## src/rtl/wst_pkg.sv

```systemverilog
`default_nettype none

package wst_pkg;

    // Counter widths inside the lexer
    localparam int LINE_BITS   = 24;
    localparam int OFFSET_BITS = 24;

    // Width of the position fields of a result beat
    localparam int FIELD_W = 24;

    // Results that one source byte can cause
    localparam int MAX_RES = 2;

    // Result queue geometry
    localparam int Q_DEPTH = 4;
    localparam int PTR_W   = $clog2(Q_DEPTH);
    localparam int CNT_W   = $clog2(Q_DEPTH + 1);

    // Token kinds
    localparam logic [1:0] KIND_WORD = 2'd0;
    localparam logic [1:0] KIND_NUM  = 2'd1;
    localparam logic [1:0] KIND_BAD  = 2'd2;
    localparam logic [1:0] KIND_END  = 2'd3;

    // Characters of interest
    localparam logic [7:0] CH_SPACE = 8'h20;
    localparam logic [7:0] CH_TAB   = 8'h09;
    localparam logic [7:0] CH_LF    = 8'h0A;
    localparam logic [7:0] CH_CR    = 8'h0D;
    localparam logic [7:0] CH_MINUS = 8'h2D;
    localparam logic [7:0] CH_ZERO  = 8'h30;
    localparam logic [7:0] CH_NINE  = 8'h39;
    localparam logic [7:0] CH_CASE  = 8'h20;
    localparam logic [7:0] CH_N     = 8'h6E;
    localparam logic [7:0] CH_G     = 8'h67;
    localparam logic [7:0] CH_L     = 8'h6C;
    localparam logic [7:0] BOM_0    = 8'hEF;
    localparam logic [7:0] BOM_1    = 8'hBB;
    localparam logic [7:0] BOM_2    = 8'hBF;

    // Byte order mark progress
    localparam logic [1:0] BOM_IDLE = 2'd0;
    localparam logic [1:0] BOM_GOT1 = 2'd1;
    localparam logic [1:0] BOM_GOT2 = 2'd2;
    localparam logic [1:0] BOM_DONE = 2'd3;

    // Comment keyword progress
    localparam logic [1:0] CM_NONE = 2'd0;
    localparam logic [1:0] CM_N    = 2'd1;
    localparam logic [1:0] CM_NG   = 2'd2;
    localparam logic [1:0] CM_NGL  = 2'd3;

    typedef struct packed {
        logic [7:0] source_byte;
        logic       is_final;
    } src_t;

    typedef struct packed {
        logic [1:0]         token_kind;
        logic signed [63:0] number_value;
        logic [FIELD_W-1:0] line_number;
        logic [FIELD_W-1:0] start_offset;
        logic [FIELD_W-1:0] token_length;
    } tok_t;

    // Results of one accepted byte, in order
    typedef struct packed {
        logic [1:0] count;
        tok_t       first;
        tok_t       second;
    } push_t;

endpackage

`default_nettype wire

```

## src/rtl/wst_lex.sv

```systemverilog
`default_nettype none

module wst_lex (
    input  wire logic         clk,
    input  wire logic         rst_n,
    input  wire logic         accept,
    input  wire wst_pkg::src_t src_data,
    output wst_pkg::push_t    push
);
    import wst_pkg::*;

    typedef struct packed {
        logic fdig;
        logic fmin;
        logic sdig;
        logic rest;
    } flags_t;

    localparam logic [LINE_BITS-1:0]   LINE_ONE = LINE_BITS'(1);
    localparam logic [LINE_BITS-1:0]   LINE_MAX = '1;
    localparam logic [OFFSET_BITS-1:0] OFF_ONE  = OFFSET_BITS'(1);
    localparam logic [OFFSET_BITS-1:0] OFF_MAX  = '1;

    logic [LINE_BITS-1:0]   line_reg, line_next;
    logic [OFFSET_BITS-1:0] offset_reg, offset_next;
    logic [OFFSET_BITS-1:0] start_reg, start_next;
    logic [OFFSET_BITS-1:0] len_reg, len_next;
    logic [63:0]            acc_reg, acc_next;
    flags_t                 flags_reg, flags_next;
    logic [1:0]             cm_reg, cm_next;
    logic [1:0]             bom_reg, bom_next;
    logic                   token_reg, token_next;
    logic                   comment_reg, comment_next;
    logic                   cr_reg, cr_next;
    logic                   halt_reg, halt_next;

    logic       b_space;
    logic       b_digit;
    logic [7:0] b_low;
    logic [3:0] b_val;
    logic [63:0] acc_x10;
    logic       nl;
    tok_t       tok_a;
    tok_t       tok_b;
    tok_t       tok_end;
    tok_t       res [MAX_RES];
    logic [1:0] res_n;

    // Build a word, number or bad-number beat from a finished token
    function automatic tok_t make_token(
        input flags_t                 f,
        input logic [63:0]            acc,
        input logic [LINE_BITS-1:0]   line,
        input logic [OFFSET_BITS-1:0] st,
        input logic [OFFSET_BITS-1:0] len
    );
        tok_t r;
        logic num;
        num            = f.fdig | (f.fmin & f.sdig);
        r.number_value = '0;
        r.line_number  = FIELD_W'(line);
        r.start_offset = FIELD_W'(st);
        r.token_length = FIELD_W'(len);
        priority if (num && !f.rest)
        begin
            r.token_kind = KIND_BAD;
        end
        else if (num)
        begin
            r.token_kind   = KIND_NUM;
            r.number_value = acc;
        end
        else
        begin
            r.token_kind = KIND_WORD;
        end
        return r;
    endfunction

    // Classify the incoming byte
    assign b_space = (src_data.source_byte == CH_SPACE) ||
                     ((src_data.source_byte >= CH_TAB) && (src_data.source_byte <= CH_CR));
    assign b_digit = (src_data.source_byte >= CH_ZERO) && (src_data.source_byte <= CH_NINE);
    assign b_low   = src_data.source_byte | CH_CASE;
    assign b_val   = 4'(src_data.source_byte - CH_ZERO);
    assign acc_x10 = (acc_reg << 3) + (acc_reg << 1);

    // Advance the lexer by one byte
    always_comb
    begin
        line_next    = line_reg;
        offset_next  = offset_reg;
        start_next   = start_reg;
        len_next     = len_reg;
        acc_next     = acc_reg;
        flags_next   = flags_reg;
        cm_next      = cm_reg;
        bom_next     = bom_reg;
        token_next   = token_reg;
        comment_next = comment_reg;
        cr_next      = cr_reg;
        halt_next    = halt_reg;
        nl           = 1'b0;
        res_n        = 2'd0;
        res[0]       = '0;
        res[1]       = '0;

        tok_a = make_token(flags_reg, acc_reg, line_reg, start_reg, len_reg);

        if (!halt_reg)
        begin
            // Close the open token on whitespace
            if (!comment_reg && token_reg && b_space)
            begin
                token_next = 1'b0;
                if (cm_reg == CM_NGL)
                begin
                    comment_next = 1'b1;
                end
                else
                begin
                    res[0] = tok_a;
                    res_n  = 2'd1;
                    if (tok_a.token_kind == KIND_BAD)
                    begin
                        halt_next = 1'b1;
                    end
                end
            end

            if (!halt_next)
            begin
                // Count line breaks, folding CR LF into one
                if (src_data.source_byte == CH_CR)
                begin
                    if (line_reg != LINE_MAX)
                    begin
                        line_next = line_reg + LINE_ONE;
                    end
                    cr_next = 1'b1;
                    nl      = 1'b1;
                end
                else if (src_data.source_byte == CH_LF)
                begin
                    if (!cr_reg && (line_reg != LINE_MAX))
                    begin
                        line_next = line_reg + LINE_ONE;
                    end
                    cr_next = 1'b0;
                    nl      = 1'b1;
                end
                else
                begin
                    cr_next = 1'b0;
                end
                if (nl)
                begin
                    comment_next = 1'b0;
                end

                // Start or extend a token
                if (!comment_next && !b_space)
                begin
                    if (!token_next)
                    begin
                        token_next = 1'b1;
                        start_next = offset_reg;
                        len_next   = OFF_ONE;
                        flags_next = '{fdig: b_digit,
                                       fmin: (src_data.source_byte == CH_MINUS),
                                       sdig: 1'b0,
                                       rest: 1'b1};
                        acc_next   = b_digit ? 64'(b_val) : '0;
                        cm_next    = (b_low == CH_N) ? CM_N : CM_NONE;
                    end
                    else
                    begin
                        if ((len_reg == OFF_ONE) && b_digit)
                        begin
                            flags_next.sdig = 1'b1;
                        end
                        if (len_reg != OFF_MAX)
                        begin
                            len_next = len_reg + OFF_ONE;
                        end
                        if (!b_digit)
                        begin
                            flags_next.rest = 1'b0;
                        end
                        else if (flags_reg.rest)
                        begin
                            // Negative numbers accumulate downward
                            acc_next = flags_reg.fmin ? acc_x10 - 64'(b_val)
                                                      : acc_x10 + 64'(b_val);
                        end
                        priority if ((cm_reg == CM_N) && (b_low == CH_G))
                        begin
                            cm_next = CM_NG;
                        end
                        else if ((cm_reg == CM_NG) && (b_low == CH_L))
                        begin
                            cm_next = CM_NGL;
                        end
                        else
                        begin
                            cm_next = CM_NONE;
                        end
                    end
                end

                // Track a leading byte order mark; drop it when complete
                unique case (bom_reg)
                    BOM_IDLE:
                    begin
                        bom_next = (src_data.source_byte == BOM_0) ? BOM_GOT1 : BOM_DONE;
                    end
                    BOM_GOT1:
                    begin
                        bom_next = (src_data.source_byte == BOM_1) ? BOM_GOT2 : BOM_DONE;
                    end
                    BOM_GOT2:
                    begin
                        bom_next = BOM_DONE;
                        if (src_data.source_byte == BOM_2)
                        begin
                            token_next = 1'b0;
                        end
                    end
                    default:
                    begin
                        bom_next = BOM_DONE;
                    end
                endcase
            end
        end

        if (offset_reg != OFF_MAX)
        begin
            offset_next = offset_reg + OFF_ONE;
        end

        tok_b = make_token(flags_next, acc_next, line_next, start_next, len_next);

        tok_end.token_kind   = KIND_END;
        tok_end.number_value = '0;
        tok_end.line_number  = FIELD_W'(line_next);
        tok_end.start_offset = FIELD_W'(offset_next);
        tok_end.token_length = '0;

        // Last byte: flush the open token, mark the end, return to reset
        if (src_data.is_final)
        begin
            if (token_next && !halt_next && (cm_next != CM_NGL))
            begin
                res[res_n[0]] = tok_b;
                res_n         = res_n + 2'd1;
            end
            res[res_n[0]] = tok_end;
            res_n         = res_n + 2'd1;

            line_next    = LINE_ONE;
            offset_next  = '0;
            start_next   = '0;
            len_next     = '0;
            acc_next     = '0;
            flags_next   = '0;
            cm_next      = CM_NONE;
            bom_next     = BOM_IDLE;
            token_next   = 1'b0;
            comment_next = 1'b0;
            cr_next      = 1'b0;
            halt_next    = 1'b0;
        end
    end

    assign push.count  = accept ? res_n : 2'd0;
    assign push.first  = res[0];
    assign push.second = res[1];

    // Hold state between accepted beats
    always_ff @(posedge clk or negedge rst_n)
    begin
        if (!rst_n)
        begin
            line_reg    <= LINE_ONE;
            offset_reg  <= '0;
            start_reg   <= '0;
            len_reg     <= '0;
            acc_reg     <= '0;
            flags_reg   <= '0;
            cm_reg      <= CM_NONE;
            bom_reg     <= BOM_IDLE;
            token_reg   <= 1'b0;
            comment_reg <= 1'b0;
            cr_reg      <= 1'b0;
            halt_reg    <= 1'b0;
        end
        else if (accept)
        begin
            line_reg    <= line_next;
            offset_reg  <= offset_next;
            start_reg   <= start_next;
            len_reg     <= len_next;
            acc_reg     <= acc_next;
            flags_reg   <= flags_next;
            cm_reg      <= cm_next;
            bom_reg     <= bom_next;
            token_reg   <= token_next;
            comment_reg <= comment_next;
            cr_reg      <= cr_next;
            halt_reg    <= halt_next;
        end
    end

    // A halted or commented stream never holds an open token
    a_halt_no_token: assert property (@(posedge clk) disable iff (!rst_n)
        halt_reg |-> !token_reg)
        else $error("open token while halted");

    a_comment_no_token: assert property (@(posedge clk) disable iff (!rst_n)
        comment_reg |-> !token_reg)
        else $error("open token inside comment");

    // Two results only come from the last byte
    a_two_only_final: assert property (@(posedge clk) disable iff (!rst_n)
        (push.count == 2'd2) |-> src_data.is_final)
        else $error("two results from a non-final byte");

    // The last byte returns the lexer to its reset state
    a_final_resets: assert property (@(posedge clk) disable iff (!rst_n)
        (accept && src_data.is_final) |=>
            (line_reg == LINE_ONE) && (offset_reg == '0) && !halt_reg && !token_reg)
        else $error("state not cleared after last byte");

endmodule

`default_nettype wire

```

## src/rtl/wst_queue.sv

```systemverilog
`default_nettype none

module wst_queue (
    input  wire logic          clk,
    input  wire logic          rst_n,
    input  wire wst_pkg::push_t push,
    output logic               room,
    output logic               tok_valid,
    input  wire logic          tok_ready,
    output wst_pkg::tok_t      tok_data
);
    import wst_pkg::*;

    tok_t             q [Q_DEPTH];
    logic [PTR_W-1:0] wr_ptr_reg, wr_ptr_next;
    logic [PTR_W-1:0] rd_ptr_reg, rd_ptr_next;
    logic [CNT_W-1:0] count_reg, count_next;
    logic [PTR_W-1:0] wr_ptr_p1;
    logic             pop;

    assign wr_ptr_p1 = PTR_W'(wr_ptr_reg + PTR_W'(1));
    assign pop       = tok_valid && tok_ready;
    assign tok_valid = (count_reg != '0);
    assign tok_data  = q[rd_ptr_reg];

    // Take a new byte only while a two-result beat still fits
    assign room = (count_reg <= CNT_W'(Q_DEPTH - MAX_RES));

    // Advance pointers and fill level
    always_comb
    begin
        wr_ptr_next = PTR_W'(wr_ptr_reg + PTR_W'(push.count));
        rd_ptr_next = pop ? PTR_W'(rd_ptr_reg + PTR_W'(1)) : rd_ptr_reg;
        count_next  = CNT_W'(count_reg + CNT_W'(push.count) - CNT_W'(pop));
    end

    always_ff @(posedge clk or negedge rst_n)
    begin
        if (!rst_n)
        begin
            wr_ptr_reg <= '0;
            rd_ptr_reg <= '0;
            count_reg  <= '0;
        end
        else
        begin
            wr_ptr_reg <= wr_ptr_next;
            rd_ptr_reg <= rd_ptr_next;
            count_reg  <= count_next;
        end
    end

    // Store result beats in order
    always_ff @(posedge clk)
    begin
        if (push.count != 2'd0)
        begin
            q[wr_ptr_reg] <= push.first;
        end
        if (push.count == 2'd2)
        begin
            q[wr_ptr_p1] <= push.second;
        end
    end

    a_count_bound: assert property (@(posedge clk) disable iff (!rst_n)
        count_reg <= CNT_W'(Q_DEPTH))
        else $error("result queue overflow");

    a_push_fits: assert property (@(posedge clk) disable iff (!rst_n)
        (push.count != 2'd0) |-> (count_reg <= CNT_W'(Q_DEPTH - MAX_RES)))
        else $error("push without room");

    a_pointer_gap: assert property (@(posedge clk) disable iff (!rst_n)
        (count_reg == '0) |-> (wr_ptr_reg == rd_ptr_reg))
        else $error("empty queue with pointer gap");

endmodule

`default_nettype wire

```

## src/rtl/whitespace_tokenizer.sv

```systemverilog
// Results of an accepted byte are stored in the result queue behind any waiting beats.
// Throughput: one byte per cycle while src_ready, one beat out per cycle on tok_ready.
// A last byte that closes a token gives two beats; src_ready drops while the
// four-entry result queue holds three or more beats.
// Reset (rst_n, asynchronous): lexer state returns to line 1, offset 0; queue empties.
`default_nettype none

module whitespace_tokenizer (
    input  wire logic          clk,
    input  wire logic          rst_n,
    input  wire logic          src_valid,
    output logic               src_ready,
    input  wire wst_pkg::src_t src_data,
    output logic               tok_valid,
    input  wire logic          tok_ready,
    output wst_pkg::tok_t      tok_data
);
    import wst_pkg::*;

    logic  accept;
    push_t push;
    logic  room;

    assign src_ready = room;
    assign accept    = src_valid && src_ready;

    // Byte-at-a-time lexer
    wst_lex u_lex (
        .clk      (clk),
        .rst_n    (rst_n),
        .accept   (accept),
        .src_data (src_data),
        .push     (push)
    );

    // Result queue between lexer and consumer
    wst_queue u_queue (
        .clk       (clk),
        .rst_n     (rst_n),
        .push      (push),
        .room      (room),
        .tok_valid (tok_valid),
        .tok_ready (tok_ready),
        .tok_data  (tok_data)
    );

endmodule

`default_nettype wire

```

## config.mk

```make
export PLATFORM = sky130hd
export DESIGN_NAME = whitespace_tokenizer
export DESIGN_NICKNAME = d
export VERILOG_FILES = /design/src/rtl/wst_pkg.sv /design/src/rtl/wst_lex.sv /design/src/rtl/wst_queue.sv /design/src/rtl/whitespace_tokenizer.sv
export SDC_FILE = /design/constraint.sdc
export NUM_CORES = 2
export LEC_CHECK = 0
export BUFFER_PORTS_ARGS = -buffer_cell sky130_fd_sc_hd__clkbuf_2
export CAP_MARGIN = 10
export CORE_MARGIN = 5
export CORE_UTILIZATION = 55
export DETAILED_ROUTE_END_ITERATION = 16
export GPL_ROUTABILITY_DRIVEN = 0
export PLACE_DENSITY = 0.75
export SKIP_CTS_REPAIR_TIMING = 1
export SLEW_MARGIN = 15
export SYNTH_ARGS = -nofsm -noshare
export SYNTH_HDL_FRONTEND = slang
export SYNTH_SLANG_ARGS = --single-unit
```

## constraint.sdc

```tcl
create_clock -name clk -period 13.1 [get_ports clk]
set_clock_uncertainty 0.05 [all_clocks]
set_input_delay 1.965 -clock clk [delete_from_list [all_inputs] [get_ports clk]]
set_output_delay 1.965 -clock clk [all_outputs]
set_load 0.1 [all_outputs]
```

==> metrics.log <==
[metrics] global-route usage over all layers: 29.0%
[metrics] arrival time at the worst endpoint: 8.22 ns
[metrics] largest net degree at the start of global routing: 139
[metrics] clock transition at the register clock pins on the worst setup and hold paths after CTS: 0.06 ns
[metrics] most used flip-flop cell after synthesis: edfxtp_1
[metrics] # setup viols final: 0
[metrics] worst slew margin relative to its limit: 22.6%
[metrics] PwrDens: 192 nW/um^2
[metrics] Clock Latency Late Sink: 0.63 ns
[metrics] number of remaining DRC errors: 0
[metrics] most common cell after layout, fill and taps aside: edfxtp_1
[metrics] antenna violations before repair: 5
[metrics] min cycle time layout: 7.80 ns
[metrics] CORE AREA: 75,900 um^2
[metrics] Register-to-Register Setup Slack: 7.06 ns
[metrics] Final Hold Violating Endpoints: 0
[metrics] post-detailed-route via-to-cell ratio: 6.67
[metrics] hold-critical path endpoint: u_lex.acc_reg[63]
[metrics] clk root buf: clkbuf_16
[metrics] crit path max fanout: 34
[metrics] First-pass DRT Iterations: 6
[metrics] Buffers on Ports: 152
[metrics] yosys synthesis warning count: 0
[metrics] initial detailed-routing violation count: 4,026
[metrics] RSZ-0062 raised after global routing: no
[metrics] area overhead of the layout relative to synthesis: 9.41%
[metrics] Final Total Pwr: 8.87 mW
[metrics] hold wc startpoint: u_lex.acc_reg[63]
[metrics] Top Ports: 153
[metrics] static leakage: 17.0 nW
[metrics] Worst-Margin Slew: 1.14 ns
[metrics] initial cell density of the core: 55.5%
[metrics] post-synthesis register bit count: 731
[metrics] number of global-route vias before repair: 32,700
[metrics] startpoint type of the worst setup path: primary input
[metrics] final worst-path cycle share: 59.5%
[metrics] cells after synthesis: 4,013
[metrics] Total Negative Setup Slacks: 0 ns
[metrics] number of core rows: 101
[metrics] max reg flops: 552
[metrics] worst vdd rail ir drop: 216 uV
[metrics] hold-critical path depth: 1
[metrics] total clock buffers created by CTS: 75
[metrics] pins over their slew limit: 0
[metrics] end-of-flow core utilization: 60.8%
[metrics] fmax: 0.128 GHz
[metrics] Reg2Reg Capture Point: u_queue.q[1][135]
[metrics] endpoint type of the worst setup path: register
[metrics] Detailed Place HPWL: 81.1 mm
[metrics] netlist area before placement: 42,200 um^2
[metrics] Synth cell types: 103
[metrics] result of the run: finished, final reports clean
[metrics] data required time at the worst endpoint: 13.52 ns
[metrics] share of flip-flops with an asynchronous set or reset: 24.5%
[metrics] total congestion overflow: 0
[metrics] Mapped Nets: 4,105
[metrics] global-route wire length before repair: 190 mm
[metrics] maximum clock path buffer count: 3
[metrics] final wirelength: 122 mm
[metrics] reg-to-reg startpoint: u_lex.acc_reg[0]
[metrics] H-Tree Depth: 3
[metrics] Post-synth EDFFs: 552
[metrics] number of maximum-capacitance violations: 0
[metrics] Worst Setup Path Type: primary input to register
[metrics] TritonCTS clock tree: built
[metrics] register area share after synthesis: 49.9%
[metrics] antenna-violating nets left: 0
[metrics] length in cells of the worst reg-to-reg path: 15
[metrics] die footprint: 82,300 um^2
[metrics] post-synthesis area per instance: 10.5 um^2
[metrics] commonest non-fill, non-tap cells in the layout: 552 x edfxtp_1, 547 x nor2_1, 382 x nand2_1
[metrics] share of post-route cells with drive strength above 1: 13.6%
[metrics] number of nets in the final layout: 4,076
[metrics] design area: 46,200 um^2
[metrics] via count: 33,900
[metrics] die extent in x: 287 um
[metrics] Die Y: 287 um
[metrics] path category of the worst min-delay check: register to register
[metrics] number of sinks handled by clock tree synthesis: 731
[metrics] average routed wire per standard cell: 24.0 um
[metrics] post-placement cell area: 43,500 um^2
## layer usage
layer | wire, um | track usage, %
met1 | 48700 | 40.5
met2 | 58500 | 47.4
met3 | 11300 | 4.35
met4 | 3680 | 9.35
met5 | 0 | 0
## how the worst max path moves through the flow
stage | slack [ns] | end | startpoint
4_1_cts | 5.46 | u_queue.q[2][16] | src_data[4]
5_1_grt | 4.86 | u_queue.q[1][23] | src_data[3]
3_5_place_dp | 4.84 | u_queue.q[2][16] | src_data[4]
6_report | 5.30 | u_queue.q[0][3] | src_data[4]
3_3_place_gp | 5.08 | u_queue.q[3][121] | src_data[4]
2_1_floorplan | -3.07 | u_queue.q[0][0] | src_data[1]
## Yosys cell counts (all sizes together) (7+ instances only)
master / count / area [um^2]
nor3: 82 / 415
mux2i: 65 / 651
o21bai: 9 / 67.6
or2: 14 / 87.6
o22ai: 44 / 275
nand2b: 10 / 62.6
a31o: 7 / 61.3
o211ai: 22 / 175
nand4b: 12 / 120
nor2: 554 / 2080
o21a: 21 / 158
or4: 14 / 113
and2: 32 / 200
dfrtp: 178 / 4450
ha: 75 / 938
xnor2: 82 / 718
buf: 58 / 275
o31ai: 29 / 223
a21oi: 209 / 1060
and3: 46 / 288
nand2: 389 / 1460
inv: 36 / 135
mux4: 138 / 3110
nor4b: 7 / 67.6
a22o: 130 / 1140
o21ai: 335 / 1690
a21boi: 9 / 78.8
and4: 20 / 175
or3: 25 / 156
nor3b: 15 / 113
nand4: 77 / 482
a311oi: 27 / 236
nor4: 30 / 221
nand3b: 7 / 52.6
xor2: 56 / 498
a22oi: 67 / 523
nand3: 99 / 495
nor2b: 14 / 87.6
a31oi: 17 / 106
clkbuf: 247 / 928
a21o: 28 / 210
edfxtp: 552 / 16600
a32oi: 7 / 61.3
a211oi: 37 / 303
## critical path, cell delays in order
cell	delay, ns
clkbuf_2	0.18
nor2b_1	0.20
o211a_1	0.13
o21ai_1	0.56
and3_1	0.47
nor2_1	0.09
or4_1	0.43
buf_4	0.26
ha_1	0.95
nand2_1	0.69
nor2_1	0.63
nand2_1	0.81
o21ai_0	0.44
a21oi_1	0.21
nor2_1	0.15
## through the flow
| step | hold slack, ns | setup WS (ns) | instances |
|---|---|---|---|
| after floorplan | 0.410 | -3.07 | 4013 |
| after global placement | 0.425 | 5.08 | 4937 |
| after detailed placement | 0.439 | 4.84 | 4937 |
| after CTS | 0.449 | 5.46 | 5077 |
| after global routing | 0.459 | 4.86 | 5079 |
| final | 0.446 | 5.30 | 5079 |
## cells by family after synthesis
family,count (synthesis),synth area share (%)
AO/OA/AOI/OAI,1059,16.5
XOR/XNOR,138,2.88
adder cells (fa/ha/maj),79,2.41
buffers and inverters,341,3.17
flip-flops,731,49.9
multiplexers,207,9.02
AND/OR/NAND/NOR,1458,16.1
## layout make-up
class                   instances  area [um^2]
diodes                          2         5.00
clock buffers                  97         2050
clock inverters                43          541
fillers                      6099        29800
inverters                      36          135
multi-input cells            2941        19900
flip-flops and latches        731        21100
well taps                    1030         1290
repair buffers                199         1130
## power by group
part | internal (mW) | switching, mW
Clock | 1.33 | 0.924
Sequential | 2.71 | 0.136
Combinational | 0.758 | 3.00
Total | 4.81 | 4.06
(Power assumes the default switching activity.)
